`src/sv/wed_pkg.sv`:
```
// shared constants, types and helpers for the weighted edit distance block
// no dependencies
package wed_pkg;

  localparam int MAX_LEN   = 64;
  localparam int ALPHABET  = 26;
  localparam int COST_BITS = 16;

  localparam int CMD_W     = 3;
  localparam int LETTER_W  = 5;
  localparam int COST_W    = 16;
  localparam int DIST_W    = 24;
  localparam int IN_W      = 32;
  localparam int OUT_W     = 32;

  localparam int LTR_IW    = $clog2(ALPHABET);
  localparam int LEN_W     = $clog2(MAX_LEN + 1);
  localparam int STR_AW    = $clog2(MAX_LEN);
  localparam int ROW_DEPTH = MAX_LEN + 1;
  localparam int ROW_AW    = $clog2(ROW_DEPTH);
  localparam int TAB_DEPTH = ALPHABET * ALPHABET;
  localparam int TAB_AW    = $clog2(TAB_DEPTH);

  localparam logic [DIST_W-1:0] DIST_MAX = {DIST_W{1'b1}};

  typedef enum logic [CMD_W-1:0] {
    CMD_INS_COST   = 3'd0,
    CMD_DEL_COST   = 3'd1,
    CMD_SUB_COST   = 3'd2,
    CMD_TRANS_COST = 3'd3,
    CMD_APPEND_SRC = 3'd4,
    CMD_APPEND_TGT = 3'd5,
    CMD_COMPUTE    = 3'd6
  } cmd_t;

  typedef enum logic [3:0] {
    ST_CLEAR,
    ST_IDLE,
    ST_ROW_RD,
    ST_ROW_LAT,
    ST_CELL_RD,
    ST_CELL_TB,
    ST_CELL_SUM,
    ST_CELL_MIN,
    ST_DONE
  } state_t;

  typedef struct packed {
    logic clear_we;
    logic start;
    logic row_lat;
    logic cell_tb;
    logic cell_sum;
    logic cell_min;
    logic emit;
  } ctrl_cmd_t;

  typedef struct packed {
    logic clear_last;
    logic compute_req;
    logic cell_end;
    logic row_end;
    logic out_free;
  } dp_stat_t;

  function automatic logic [DIST_W-1:0] sat_add(input logic [DIST_W-1:0] a,
                                                input logic [DIST_W-1:0] b);
    logic [DIST_W:0] s;
    s = {1'b0, a} + {1'b0, b};
    return s[DIST_W] ? DIST_MAX : s[DIST_W-1:0];
  endfunction

  function automatic logic [TAB_AW-1:0] tab_idx(input logic [LTR_IW-1:0] a,
                                                input logic [LTR_IW-1:0] b);
    return TAB_AW'(a) * TAB_AW'(ALPHABET) + TAB_AW'(b);
  endfunction

  function automatic logic [DIST_W-1:0] cost_ext(input logic [COST_BITS-1:0] c);
    return DIST_W'(c);
  endfunction

endpackage

```
`src/sv/wed_ctrl.sv`:
```
// sequencer for table clearing, loads and the alignment sweep
// depends on wed_pkg
module wed_ctrl import wed_pkg::*; (
  input  logic      clk,
  input  logic      rst,
  input  dp_stat_t  stat,
  output ctrl_cmd_t cmd,
  output logic      ready
);

  state_t state, state_next;

  always_ff @(posedge clk) begin
    if (rst) begin
      state <= ST_CLEAR;
    end else begin
      state <= state_next;
    end
  end

  always_comb begin
    state_next = state;
    unique case (state)
      ST_CLEAR:    if (stat.clear_last) state_next = ST_IDLE;
      ST_IDLE:     if (stat.compute_req) state_next = ST_CELL_RD;
      ST_ROW_RD:   state_next = ST_ROW_LAT;
      ST_ROW_LAT:  state_next = ST_CELL_RD;
      ST_CELL_RD:  state_next = ST_CELL_TB;
      ST_CELL_TB:  state_next = ST_CELL_SUM;
      ST_CELL_SUM: state_next = ST_CELL_MIN;
      ST_CELL_MIN: begin
        if (stat.cell_end && stat.row_end) state_next = ST_DONE;
        else if (stat.cell_end) state_next = ST_ROW_RD;
        else state_next = ST_CELL_RD;
      end
      ST_DONE:     if (stat.out_free) state_next = ST_IDLE;
      default:     state_next = ST_CLEAR;
    endcase
  end

  always_comb begin
    cmd = '0;
    ready = 1'b0;
    unique case (state)
      ST_CLEAR:    cmd.clear_we = 1'b1;
      ST_IDLE: begin
        ready = 1'b1;
        cmd.start = stat.compute_req;
      end
      ST_ROW_RD:   ;
      ST_ROW_LAT:  cmd.row_lat = 1'b1;
      ST_CELL_RD:  ;
      ST_CELL_TB:  cmd.cell_tb = 1'b1;
      ST_CELL_SUM: cmd.cell_sum = 1'b1;
      ST_CELL_MIN: cmd.cell_min = 1'b1;
      ST_DONE:     cmd.emit = stat.out_free;
      default:     ;
    endcase
  end

endmodule

```
`config.mk`:
```
export PLATFORM = sky130hd
export DESIGN_NAME = wed_ctrl
export DESIGN_NICKNAME = d
export VERILOG_FILES = /design/src/sv/wed_pkg.sv /design/src/sv/wed_ctrl.sv
export SDC_FILE = /design/constraint.sdc
export NUM_CORES = 1
export LEC_CHECK = 0
export BUFFER_PORTS_ARGS = -buffer_cell sky130_fd_sc_hd__buf_2
export CAP_MARGIN = 5
export CORE_AREA = 5 5 42 44
export DETAILED_ROUTE_END_ITERATION = 12
export DIE_AREA = 0 0 47 49
export RECOVER_POWER = 25
export SLEW_MARGIN = 5
export SYNTH_ARGS = -nofsm -noshare
export SYNTH_HDL_FRONTEND = slang
export SYNTH_SLANG_ARGS = --single-unit
```
`constraint.sdc`:
```
create_clock -name clk -period 1.7 [get_ports clk]
set_input_delay 0.085 -clock clk [delete_from_list [all_inputs] [get_ports clk]]
set_output_delay 0.085 -clock clk [all_outputs]
set_load 0.01 [all_outputs]
```
==> results of run 1 <==
critical path, stage by stage, from the launching register on:
cell and delay [ps]:
sky130_fd_sc_hd__dfxtp_1 400, sky130_fd_sc_hd__or4b_1 570, sky130_fd_sc_hd__nor2_1 100, sky130_fd_sc_hd__buf_2 140
where the power goes:
group | switching (mW) | internal, mW
Clock | 0.0374 | 0.0789
Combinational | 0.0381 | 0.0377
Sequential | 0.0237 | 0.104
per-layer routing:
| layer | GRT usage [%] | vias to the layer above |
|---|---|---|
| met5 | 0 | - |
| met4 | 4.15 | 0 |
| met3 | 4.80 | 2 |
| met2 | 8.37 | 15 |
| met1 | 11.7 | 138 |
| li1 | - | 169 |
cells by family (layout without fill, tap and decap cells):
| kind of cell | after synthesis | count (layout) |
|---|---|---|
| flops | 4 | 4 |
| compound gates | 7 | 7 |
| buf+inv | 6 | 19 |
| mux | 1 | 1 |
| simple gates | 21 | 21 |
cell usage in the layout (no fill, tap or decap), types with 2 or more instances in the layout:
cell and instances:
sky130_fd_sc_hd__buf_2 13, sky130_fd_sc_hd__nor2_1 5, sky130_fd_sc_hd__nor3_1 4, sky130_fd_sc_hd__dfxtp_1 4
sky130_fd_sc_hd__nand2_1 3, sky130_fd_sc_hd__clkbuf_4 3, sky130_fd_sc_hd__inv_1 2, sky130_fd_sc_hd__a2111oi_0 2
area by class of cell:
type | count | area [um^2] | share of cell area (%)
Inverter | 2 | 7.51 | 1.99
Clock buffer | 3 | 22.5 | 5.98
Multi-Input combinational cell | 29 | 178 | 47.2
Timing Repair Buffer | 14 | 68.8 | 18.3
Tap cell | 16 | 20.0 | 5.32
Sequential cell | 4 | 80.1 | 21.3
worst max-delay path by stage:
stage	start	end	slack, ps	cells past startpoint
6_report	state[2]$_SDFFE_PP0P_	cmd[0]	190	3
4_1_cts	state[0]$_SDFFE_PP0P_	cmd[0]	170	3
3_5_place_dp	state[3]$_SDFFE_PP0P_	state[3]$_SDFFE_PP0P_	410	3
2_1_floorplan	state[2]$_SDFFE_PP0P_	state[0]$_SDFFE_PP0P_	460	4
5_1_grt	state[3]$_SDFFE_PP0P_	cmd[0]	30	3
3_3_place_gp	state[0]$_SDFFE_PP0P_	cmd[0]	420	3
==> run_results.csv, run 1 <==
group,metric,value,unit
synth,synth_top_cell_area_share,27.5,%
synth,synthesis.area_per_instance,7.48,um^2
power_and_ir_drop,irDropWorstVdd,347,uV
layout,top_register,"state",
clock_tree,clock_tree.root_cell,"sky130_fd_sc_hd__clkbuf_4",
placement,dp_worst_setup_slack,414,ps
layout,layout.nets,61,
setup_path,arrival,1430,ps
route,met2_wirelength,297,um
clock_tree,post_cts.repair.setup_buffers,0,
power_and_ir_drop,p_leak,0.165,nW
route,dr_total_vias,324,
placement,gpl.final_weighted_congestion,0.796,
status,outcome,"finished, final reports clean",
power_and_ir_drop,power_per_cell_area,848,nW/um^2
layout,layout-drive-gt1-share,30.8,%
sta,worst_pin_slew,416,ps
global_routing,grt_start_max_net_pins,14,
layout,fillCellCount,164,
worst_hold_path,worstHoldStart,"rst",
global_routing,grt_pass1_vias,288,
synth,synth_flop_cell,"sky130_fd_sc_hd__dfxtp_1",
die,fp.dieW,47,um
route,final_antenna_net_count,0,
synth,synth_area_in_simple_gates,39.5,%
synth,postSynth.asyncResetShare,0,%
die,die_h,49,um
synth,synth_fa_ha_area_share,0,%
layout,area.growth.synth_to_final,29.2,%
clock_tree,clock_latency,230,ps
sta,portion_of_the_clock_cycle_consumed_by_the_worst_path_in_the_final_layout,89.1,%
layout,biggestRegsByFlops,"state: 4 flops",
power_and_ir_drop,totalPowerFinal,0.319,mW
placement,postPlaceCellArea,355,um^2
setup_path,reg2reg_setup_slack,400,ps
setup_path,critical_path.max_fanout,11,
setup_path,req_time_crit_path,1620,ps
layout,antenna_cells_inserted,0,
worst_hold_path,timing.hold.worst.class,"in2reg",
route,drt-total-wl,738,um
die,floorplan.rows,14,
setup_path,critical_path.endpoint_type,"output pin",
synth,dominant_combinational_cell_family_by_area_after_synthesis,"simple AND/OR/NAND/NOR gates",
synth,ys_top_cells_by_area,"sky130_fd_sc_hd__dfxtp_1 (27%), sky130_fd_sc_hd__nor3_1 (6.9%), sky130_fd_sc_hd__nor2_1 (6.4%)",
setup_path,worst_setup_path_start_kind,"flop",
clock_tree,cts_hold_repair.buffers,0,
synth,synth_most_common_cell,"sky130_fd_sc_hd__nor2_1",
clock_tree,number_of_gates_given_a_new_drive_strength_after_cts,0,
global_routing,globalRouteOverflowTotal,0,
global_routing,antenna_found_initial,0,
route,routed-wl-met3,74,um
route,starting_drt_drc_count,5,
sta,rsz0062_at_grt,"no",
layout,post_layout_nonfiller_instances,68,
synth,synth.area.mux_share,3.43,%
sta,finalSetupViolCount,0,
layout,layout.core_utilization,26.9,%
synth,synth.largest_area_cell,"sky130_fd_sc_hd__dfxtp_1",
die,placeableCoreArea,1400,um^2
clock_tree,clock_tree_from_tritoncts,"yes",
sta,final.hold.worst_slack,58.1,ps
synth,postSynthCellCount,39,
placement,placedCellCount,65,
die,initial_utilization,20.8,%
sta,max_clk_rate,0.660,GHz
worst_hold_path,end_of_the_worst_hold_path,"state[3]$_SDFFE_PP0P_",
synth,ys_types,23,
synth,synth_warnings,0,
route,via_to_cell_ratio,4.76,
synth,postSynthRegisterBits,4,
synth,synth_enable_flop_cells,0,
worst_hold_path,worst_hold_path.num_cells,2,
sta,clock_skew,4.00,ps
clock_tree,cts-root-to-sink-buffers,2,
route,route.layer.met1.wl,350,um
sta,timing_hold_violations_final,0,
synth,synth.cells.most_frequent,"sky130_fd_sc_hd__nor2_1 (5), sky130_fd_sc_hd__dfxtp_1 (4), sky130_fd_sc_hd__nor3_1 (4), sky130_fd_sc_hd__buf_2 (3), sky130_fd_sc_hd__nand2_1 (3)",
sta,post-route-min-period,1510,ps
setup_path,timing.reg2reg.worst_path_depth,3,
job,maxCapViolCount,0,
global_routing,gr-usage-all-layers,7.89,%
die,io_pins,15,
route,highest_layer,"met4",
setup_path,setup.worst_path.class,"reg2out",
placement,port_buffers,14,
synth,ys_seq_area_share,27.5,%
synth,synth-xor-area-share,0,%
sta,finalWorstSetupSlack,185,ps
sta,slew_headroom,71.5,%
clock_tree,tritoncts.num_buffers,3,
sta,final_max_slew_viol_count,0,
die,overall_die_area,2300,um^2
synth,syn-cell-area,292,um^2
route,routed_wire_length_per_instance,10.9,um
clock_tree,worst_setup_hold_path_clk_slew,40,ps
layout,stdcell_area,377,um^2
global_routing,grt_pass1_wl,1300,um
placement,detailedPlacementHpwl,556,um
route,remaining_drc_errors,0,
sta,finalSetupTns,0,ps
setup_path,r2r-end,"state[0]$_SDFFE_PP0P_",
clock_tree,cts.sink_count,4,
route,drt_pre_antenna_iters,4,
clock_tree,ctsHtreeMaxLevel,1,
setup_path,startpoint_of_the_worst_slack_reg_to_reg_timing_path,"state[2]$_SDFFE_PP0P_",
synth,synth_compound_area_share,18.0,%
layout,largest_reg_flops,4,
synth,syn_nets,46,
Note: power is estimated with default switching activity, not from simulation.
==> inputs of run 2 (changes only) <==
Settings changed: HOLD_SLACK_MARGIN set to 0.1.
==> run 2 against run 1 <==
Against the previous run: hold slack improved by 72 ps; clock power rose by 4%; via count rose by 0.93%; die area did not move; clock skew fell by 1.8 ps; register-to-register slack barely moved; total power rose by 2.3%; cell count rose by 1.5%; utilization rose by 0.71 points; global-route usage rose by 0.14 points; critical path type unchanged; largest power group unchanged.
==> run_results.csv, run 2 (synthesized netlist as in run 1, its figures left out) <==
group,metric,value,unit
status,outcome,"finished, final reports clean",
route,routed_wire_length_per_instance,11.1,um
global_routing,antenna_found_initial,0,
clock_tree,tritoncts.num_buffers,3,
setup_path,worst_setup_path_start_kind,"flop",
setup_path,critical_path.max_fanout,13,
layout,layout-drive-gt1-share,30.2,%
sta,max_clk_rate,0.656,GHz
sta,final_max_slew_viol_count,0,
clock_tree,ctsHtreeMaxLevel,1,
placement,gpl.final_weighted_congestion,0.796,
sta,post-route-min-period,1520,ps
setup_path,startpoint_of_the_worst_slack_reg_to_reg_timing_path,"state[2]$_SDFFE_PP0P_",
clock_tree,number_of_gates_given_a_new_drive_strength_after_cts,0,
power_and_ir_drop,power_per_cell_area,845,nW/um^2
setup_path,worst_path_largest_cell_delay,560,ps
placement,detailedPlacementHpwl,556,um
power_and_ir_drop,totalPowerFinal,0.327,mW
power_and_ir_drop,irDropWorstVdd,360,uV
setup_path,req_time_crit_path,1620,ps
setup_path,timing.reg2reg.worst_path_depth,3,
die,io_pins,15,
sta,finalSetupTns,0,ps
route,remaining_drc_errors,0,
die,placeableCoreArea,1400,um^2
sta,finalWorstSetupSlack,175,ps
clock_tree,clock_latency,240,ps
route,final_antenna_net_count,0,
route,via_to_cell_ratio,4.74,
sta,finalSetupViolCount,0,
setup_path,critical_path.top_delay_family,"simple AND/OR/NAND/NOR gates",
global_routing,gr-usage-all-layers,8.03,%
setup_path,critPathBufInv,1,
clock_tree,cts.sink_count,4,
global_routing,grt_start_max_net_pins,14,
setup_path,setup.worst_path.class,"reg2out",
setup_path,arrival,1440,ps
layout,area.growth.synth_to_final,32.6,%
placement,placedCellCount,65,
route,drt-total-wl,763,um
global_routing,grt_pass1_wl,1290,um
sta,slew_headroom,70.7,%
setup_path,setup.worst_path.start,"state[0]$_SDFFE_PP0P_",
layout,top_register,"state",
power_and_ir_drop,p_leak,0.169,nW
global_routing,globalRouteOverflowTotal,0,
setup_path,critical_path.endpoint_type,"output pin",
route,starting_drt_drc_count,5,
die,fp.dieW,47,um
setup_path,reg2reg_setup_slack,400,ps
setup_path,worst_setup_path_endpoint,"cmd[0]",
layout,layout_common_cells,"sky130_fd_sc_hd__buf_2 (13), sky130_fd_sc_hd__nor2_1 (5), sky130_fd_sc_hd__nor3_1 (4), sky130_fd_sc_hd__dfxtp_1 (4)",
die,floorplan.rows,14,
setup_path,worstSetupPathDepth,3,
clock_tree,clock_tree.root_cell,"sky130_fd_sc_hd__clkbuf_4",
sta,portion_of_the_clock_cycle_consumed_by_the_worst_path_in_the_final_layout,89.7,%
placement,dp_worst_setup_slack,414,ps
worst_hold_path,timing.hold.worst.class,"in2reg",
layout,biggestRegsByFlops,"state: 4 flops",
global_routing,met3_resource_use_gr,4.80,%
clock_tree,worst_setup_hold_path_clk_slew,40,ps
sta,worst_pin_slew,428,ps
die,initial_utilization,20.8,%
die,overall_die_area,2300,um^2
setup_path,r2r-end,"state[0]$_SDFFE_PP0P_",
route,dr_total_vias,327,
layout,mostFrequentLayoutCell,"sky130_fd_sc_hd__buf_2",
layout,post_layout_nonfiller_instances,69,
placement,port_buffers,14,
global_routing,met2_use_gr,8.37,%
global_routing,grtUsageMet1,11.5,%
layout,largest_reg_flops,4,
clock_tree,cts-root-to-sink-buffers,2,
sta,rsz0062_at_grt,"no",
sta,timing_hold_violations_final,0,
setup_path,timing.critical_path.cells,"or4b_1, nor2_1, buf_2",
sta,clock_skew,2.25,ps
layout,layout.nets,62,
global_routing,grt_pass1_vias,279,
die,die_h,49,um
route,drt_pre_antenna_iters,4,
clock_tree,clock_tree_from_tritoncts,"yes",
job,maxCapViolCount,0,
global_routing,grt_most_used_layer,"met1",
setup_path,master_of_the_slowest_instance_on_the_critical_path,"sky130_fd_sc_hd__or4b_1",
layout,antenna_cells_inserted,0,
-- run 2: changes by cell type in the layout (fill, tap and decap cells not counted), sizes merged --
| cell | previous run | this run |
|---|---|---|
| dlygate4sd3 | 0 | 1 |
-- run 2: power by group --
part           internal, mW  switching [mW]  total [mW]  leakage, nW
clock                0.0792          0.0420       0.121       0.0138
combinational        0.0392          0.0387      0.0779        0.123
sequential            0.104          0.0240       0.128       0.0329
total                 0.222           0.105       0.327        0.169
-- run 2: worst min-delay path by stage --
stage                       start                    end  depth (start not counted)
after floorplan               rst  state[3]$_SDFFE_PP0P_                          1
after global placement        rst  state[3]$_SDFFE_PP0P_                          2
after detailed placement      rst  state[3]$_SDFFE_PP0P_                          2
after CTS                 stat[0]  state[3]$_SDFFE_PP0P_                          3
after global routing      stat[0]  state[3]$_SDFFE_PP0P_                          3
final                     stat[0]  state[3]$_SDFFE_PP0P_                          3
-- run 2: metrics by stage --
stage	cell area (um^2)	hold slack (ps)	util (%)
final	387	130	27.6
after global routing	387	129	27.6
after CTS	388	130	27.7
after detailed placement	355	300	25.4
after global placement	355	297	25.4
after floorplan	292	157	-
-- run 2: worst register-to-register path, stage by stage (launching register included) --
cell	delay, ps
sky130_fd_sc_hd__dfxtp_1	400
sky130_fd_sc_hd__or4_1	550
sky130_fd_sc_hd__a21oi_1	160
sky130_fd_sc_hd__o31a_1	140
-- run 2: layout make-up --
| cell class | instances | area, um^2 |
|---|---|---|
| clock buffers | 3 | 22.5 |
| fillers | 163 | 1010 |
| inverters | 2 | 7.51 |
| multi-input cells | 29 | 178 |
| flip-flops and latches | 4 | 80.1 |
| well taps | 16 | 20.0 |
| repair buffers | 15 | 78.8 |
-- run 2: metal layers --
metal  part of all wire (%)  routed length (um)
met1                     48                 364
met3                    9.8                  75
met5                      0                   0
met4                    3.5                  27
met2                     39                 296
-- run 2: repair_timing --
item / in CTS / in global routing
hold buffers: 1 / 0
setup buffers: 0 / 0
endpoints found under the hold margin: 3 / 0
==> inputs of run 3 (changes only) <==
Settings changed: GPL_TIMING_DRIVEN set to 0.
==> run 3 against run 2 <==
Against the previous run: register-to-register slack hardly changed; global-route usage down 0.35 points; first-iteration DRC count up 40%; flip-flop and latch count stayed put; clock skew is 2.0 ps higher; design area rose by 7.1%; critical path type unchanged; critical endpoint unchanged; highest routed layer is now met3.
==> run_results.csv, run 3 (synthesized netlist as in run 1, its figures left out) <==
group,metric,value,unit
layout,fillCellCount,163,
route,highest_layer,"met3",
global_routing,gr-usage-all-layers,7.68,%
sta,max_clk_rate,0.656,GHz
sta,final_max_slew_viol_count,0,
layout,antenna_cells_inserted,0,
route,final_antenna_net_count,0,
power_and_ir_drop,irDropWorstVdd,546,uV
status,outcome,"finished, final reports clean",
sta,final.hold.worst_slack,158,ps
clock_tree,clock_tree_from_tritoncts,"yes",
die,fp.dieW,47,um
route,routed_wire_length_per_instance,10.3,um
global_routing,antenna_found_initial,0,
placement,detailedPlacementHpwl,585,um
route,route.layer.met1.wl,362,um
sta,worst_pin_slew,351,ps
clock_tree,clock_tree.root_cell,"sky130_fd_sc_hd__clkbuf_4",
setup_path,critical_path.endpoint_type,"output pin",
layout,layout_common_cells,"sky130_fd_sc_hd__buf_2 (17), sky130_fd_sc_hd__nor2_1 (5), sky130_fd_sc_hd__nor3_1 (4), sky130_fd_sc_hd__dfxtp_1 (4)",
clock_tree,post_cts.repair.setup_buffers,0,
sta,rsz0062_at_grt,"no",
clock_tree,cts-root-to-sink-buffers,2,
clock_tree,tritoncts.num_buffers,3,
route,routed-wl-met3,84,um
power_and_ir_drop,power_per_cell_area,800,nW/um^2
route,starting_drt_drc_count,7,
global_routing,grt_pass1_vias,297,
die,initial_utilization,20.8,%
sta,finalSetupViolCount,0,
layout,top_register,"state",
layout,area.growth.synth_to_final,42.1,%
die,floorplan.rows,14,
route,met2_wirelength,304,um
power_and_ir_drop,p_leak,0.193,nW
sta,post-route-min-period,1520,ps
clock_tree,clock_latency,230,ps
setup_path,worst_setup_path_start_kind,"flop",
global_routing,grt_pass1_wl,1260,um
setup_path,req_time_crit_path,1620,ps
route,via_to_cell_ratio,4.64,
route,remaining_drc_errors,0,
sta,portion_of_the_clock_cycle_consumed_by_the_worst_path_in_the_final_layout,89.7,%
die,die_h,49,um
sta,timing_hold_violations_final,0,
layout,largest_reg_flops,4,
layout,mostFrequentLayoutCell,"sky130_fd_sc_hd__buf_2",
worst_hold_path,timing.hold.worst.class,"in2reg",
setup_path,critical_path.max_fanout,10,
sta,finalSetupTns,0,ps
route,dr_total_vias,339,
clock_tree,ctsHtreeMaxLevel,1,
clock_tree,worst_setup_hold_path_clk_slew,30,ps
die,overall_die_area,2300,um^2
clock_tree,cts.sink_count,4,
global_routing,grt_start_max_net_pins,11,
job,maxCapViolCount,0,
clock_tree,cts_hold_repair.buffers,1,
sta,slew_headroom,76.0,%
route,drt-total-wl,750,um
die,placeableCoreArea,1400,um^2
setup_path,arrival,1440,ps
layout,layout.nets,66,
layout,layout-drive-gt1-share,36.8,%
layout,biggestRegsByFlops,"state: 4 flops",
route,drt_pre_antenna_iters,4,
die,io_pins,15,
clock_tree,number_of_gates_given_a_new_drive_strength_after_cts,0,
placement,gpl.final_weighted_congestion,0.729,
placement,port_buffers,14,
sta,clock_skew,4.22,ps
setup_path,setup.worst_path.class,"reg2out",
global_routing,globalRouteOverflowTotal,0,
## run 3: cell count changes in the layout (fill, tap and decap cells not counted)
| cell | before | now |
|---|---|---|
| sky130_fd_sc_hd__buf_2 | 13 | 17 |
| sky130_fd_sc_hd__buf_6 | 0 | 1 |
| sky130_fd_sc_hd__clkbuf_1 | 1 | 0 |
## run 3: area by class of cell
class / count / area, um^2 / area share (%)
sequential: 4 / 80.1 / 19.3
inverter: 2 / 7.51 / 1.81
timing repair buffer: 15 / 80.1 / 19.3
buffer: 4 / 26.3 / 6.34
multi-input combinational: 29 / 178 / 42.9
clock buffer: 3 / 22.5 / 5.44
tap: 16 / 20.0 / 4.83
## run 3: worst paths after layout
path / end / slack (ps) / depth (start not counted) / from
min reg2reg: state[2]$_SDFFE_PP0P_ / 600 / 2 / state[3]$_SDFFE_PP0P_
max reg2reg: state[3]$_SDFFE_PP0P_ / 390 / 4 / state[1]$_SDFFE_PP0P_
max: cmd[0] / 180 / 4 / state[1]$_SDFFE_PP0P_
min: state[3]$_SDFFE_PP0P_ / 160 / 3 / stat[0]
## run 3: metal layers
layer | global-route usage [%] | up-vias
li1 | - | 181
met5 | 0 | -
met1 | 10.6 | 143
met4 | 2.76 | 0
met2 | 8.60 | 15
met3 | 6.27 | 0
## run 3: through the flow
stage | std cells | util, % | setup WS [ps] | power (mW) | area (um^2)
after detailed placement | 69 | 27.2 | 393 | 0.218 | 382
after global placement | 69 | 27.2 | 399 | 0.218 | 382
after global routing | 73 | 29.6 | 77.3 | 0.366 | 414
after floorplan | 39 | - | 457 | 0.183 | 292
final | 73 | 29.6 | 175 | 0.331 | 414
after CTS | 73 | 29.6 | 162 | 0.337 | 414
## run 3: critical path: stages, from the launching register on
cell,delay [ps]
sky130_fd_sc_hd__dfxtp_1,280
sky130_fd_sc_hd__buf_2,160
sky130_fd_sc_hd__or4b_1,530
sky130_fd_sc_hd__nor2_1,110
sky130_fd_sc_hd__buf_2,130
## run 3: report_power, final
part / internal [mW] / switching [mW] / total [mW] / leakage (nW)
logic: 0.0499 / 0.0586 / 0.109 / 0.147
registers: 0.104 / 0.00592 / 0.109 / 0.0329
clock network: 0.0787 / 0.0347 / 0.113 / 0.0138
total: 0.232 / 0.0992 / 0.331 / 0.193
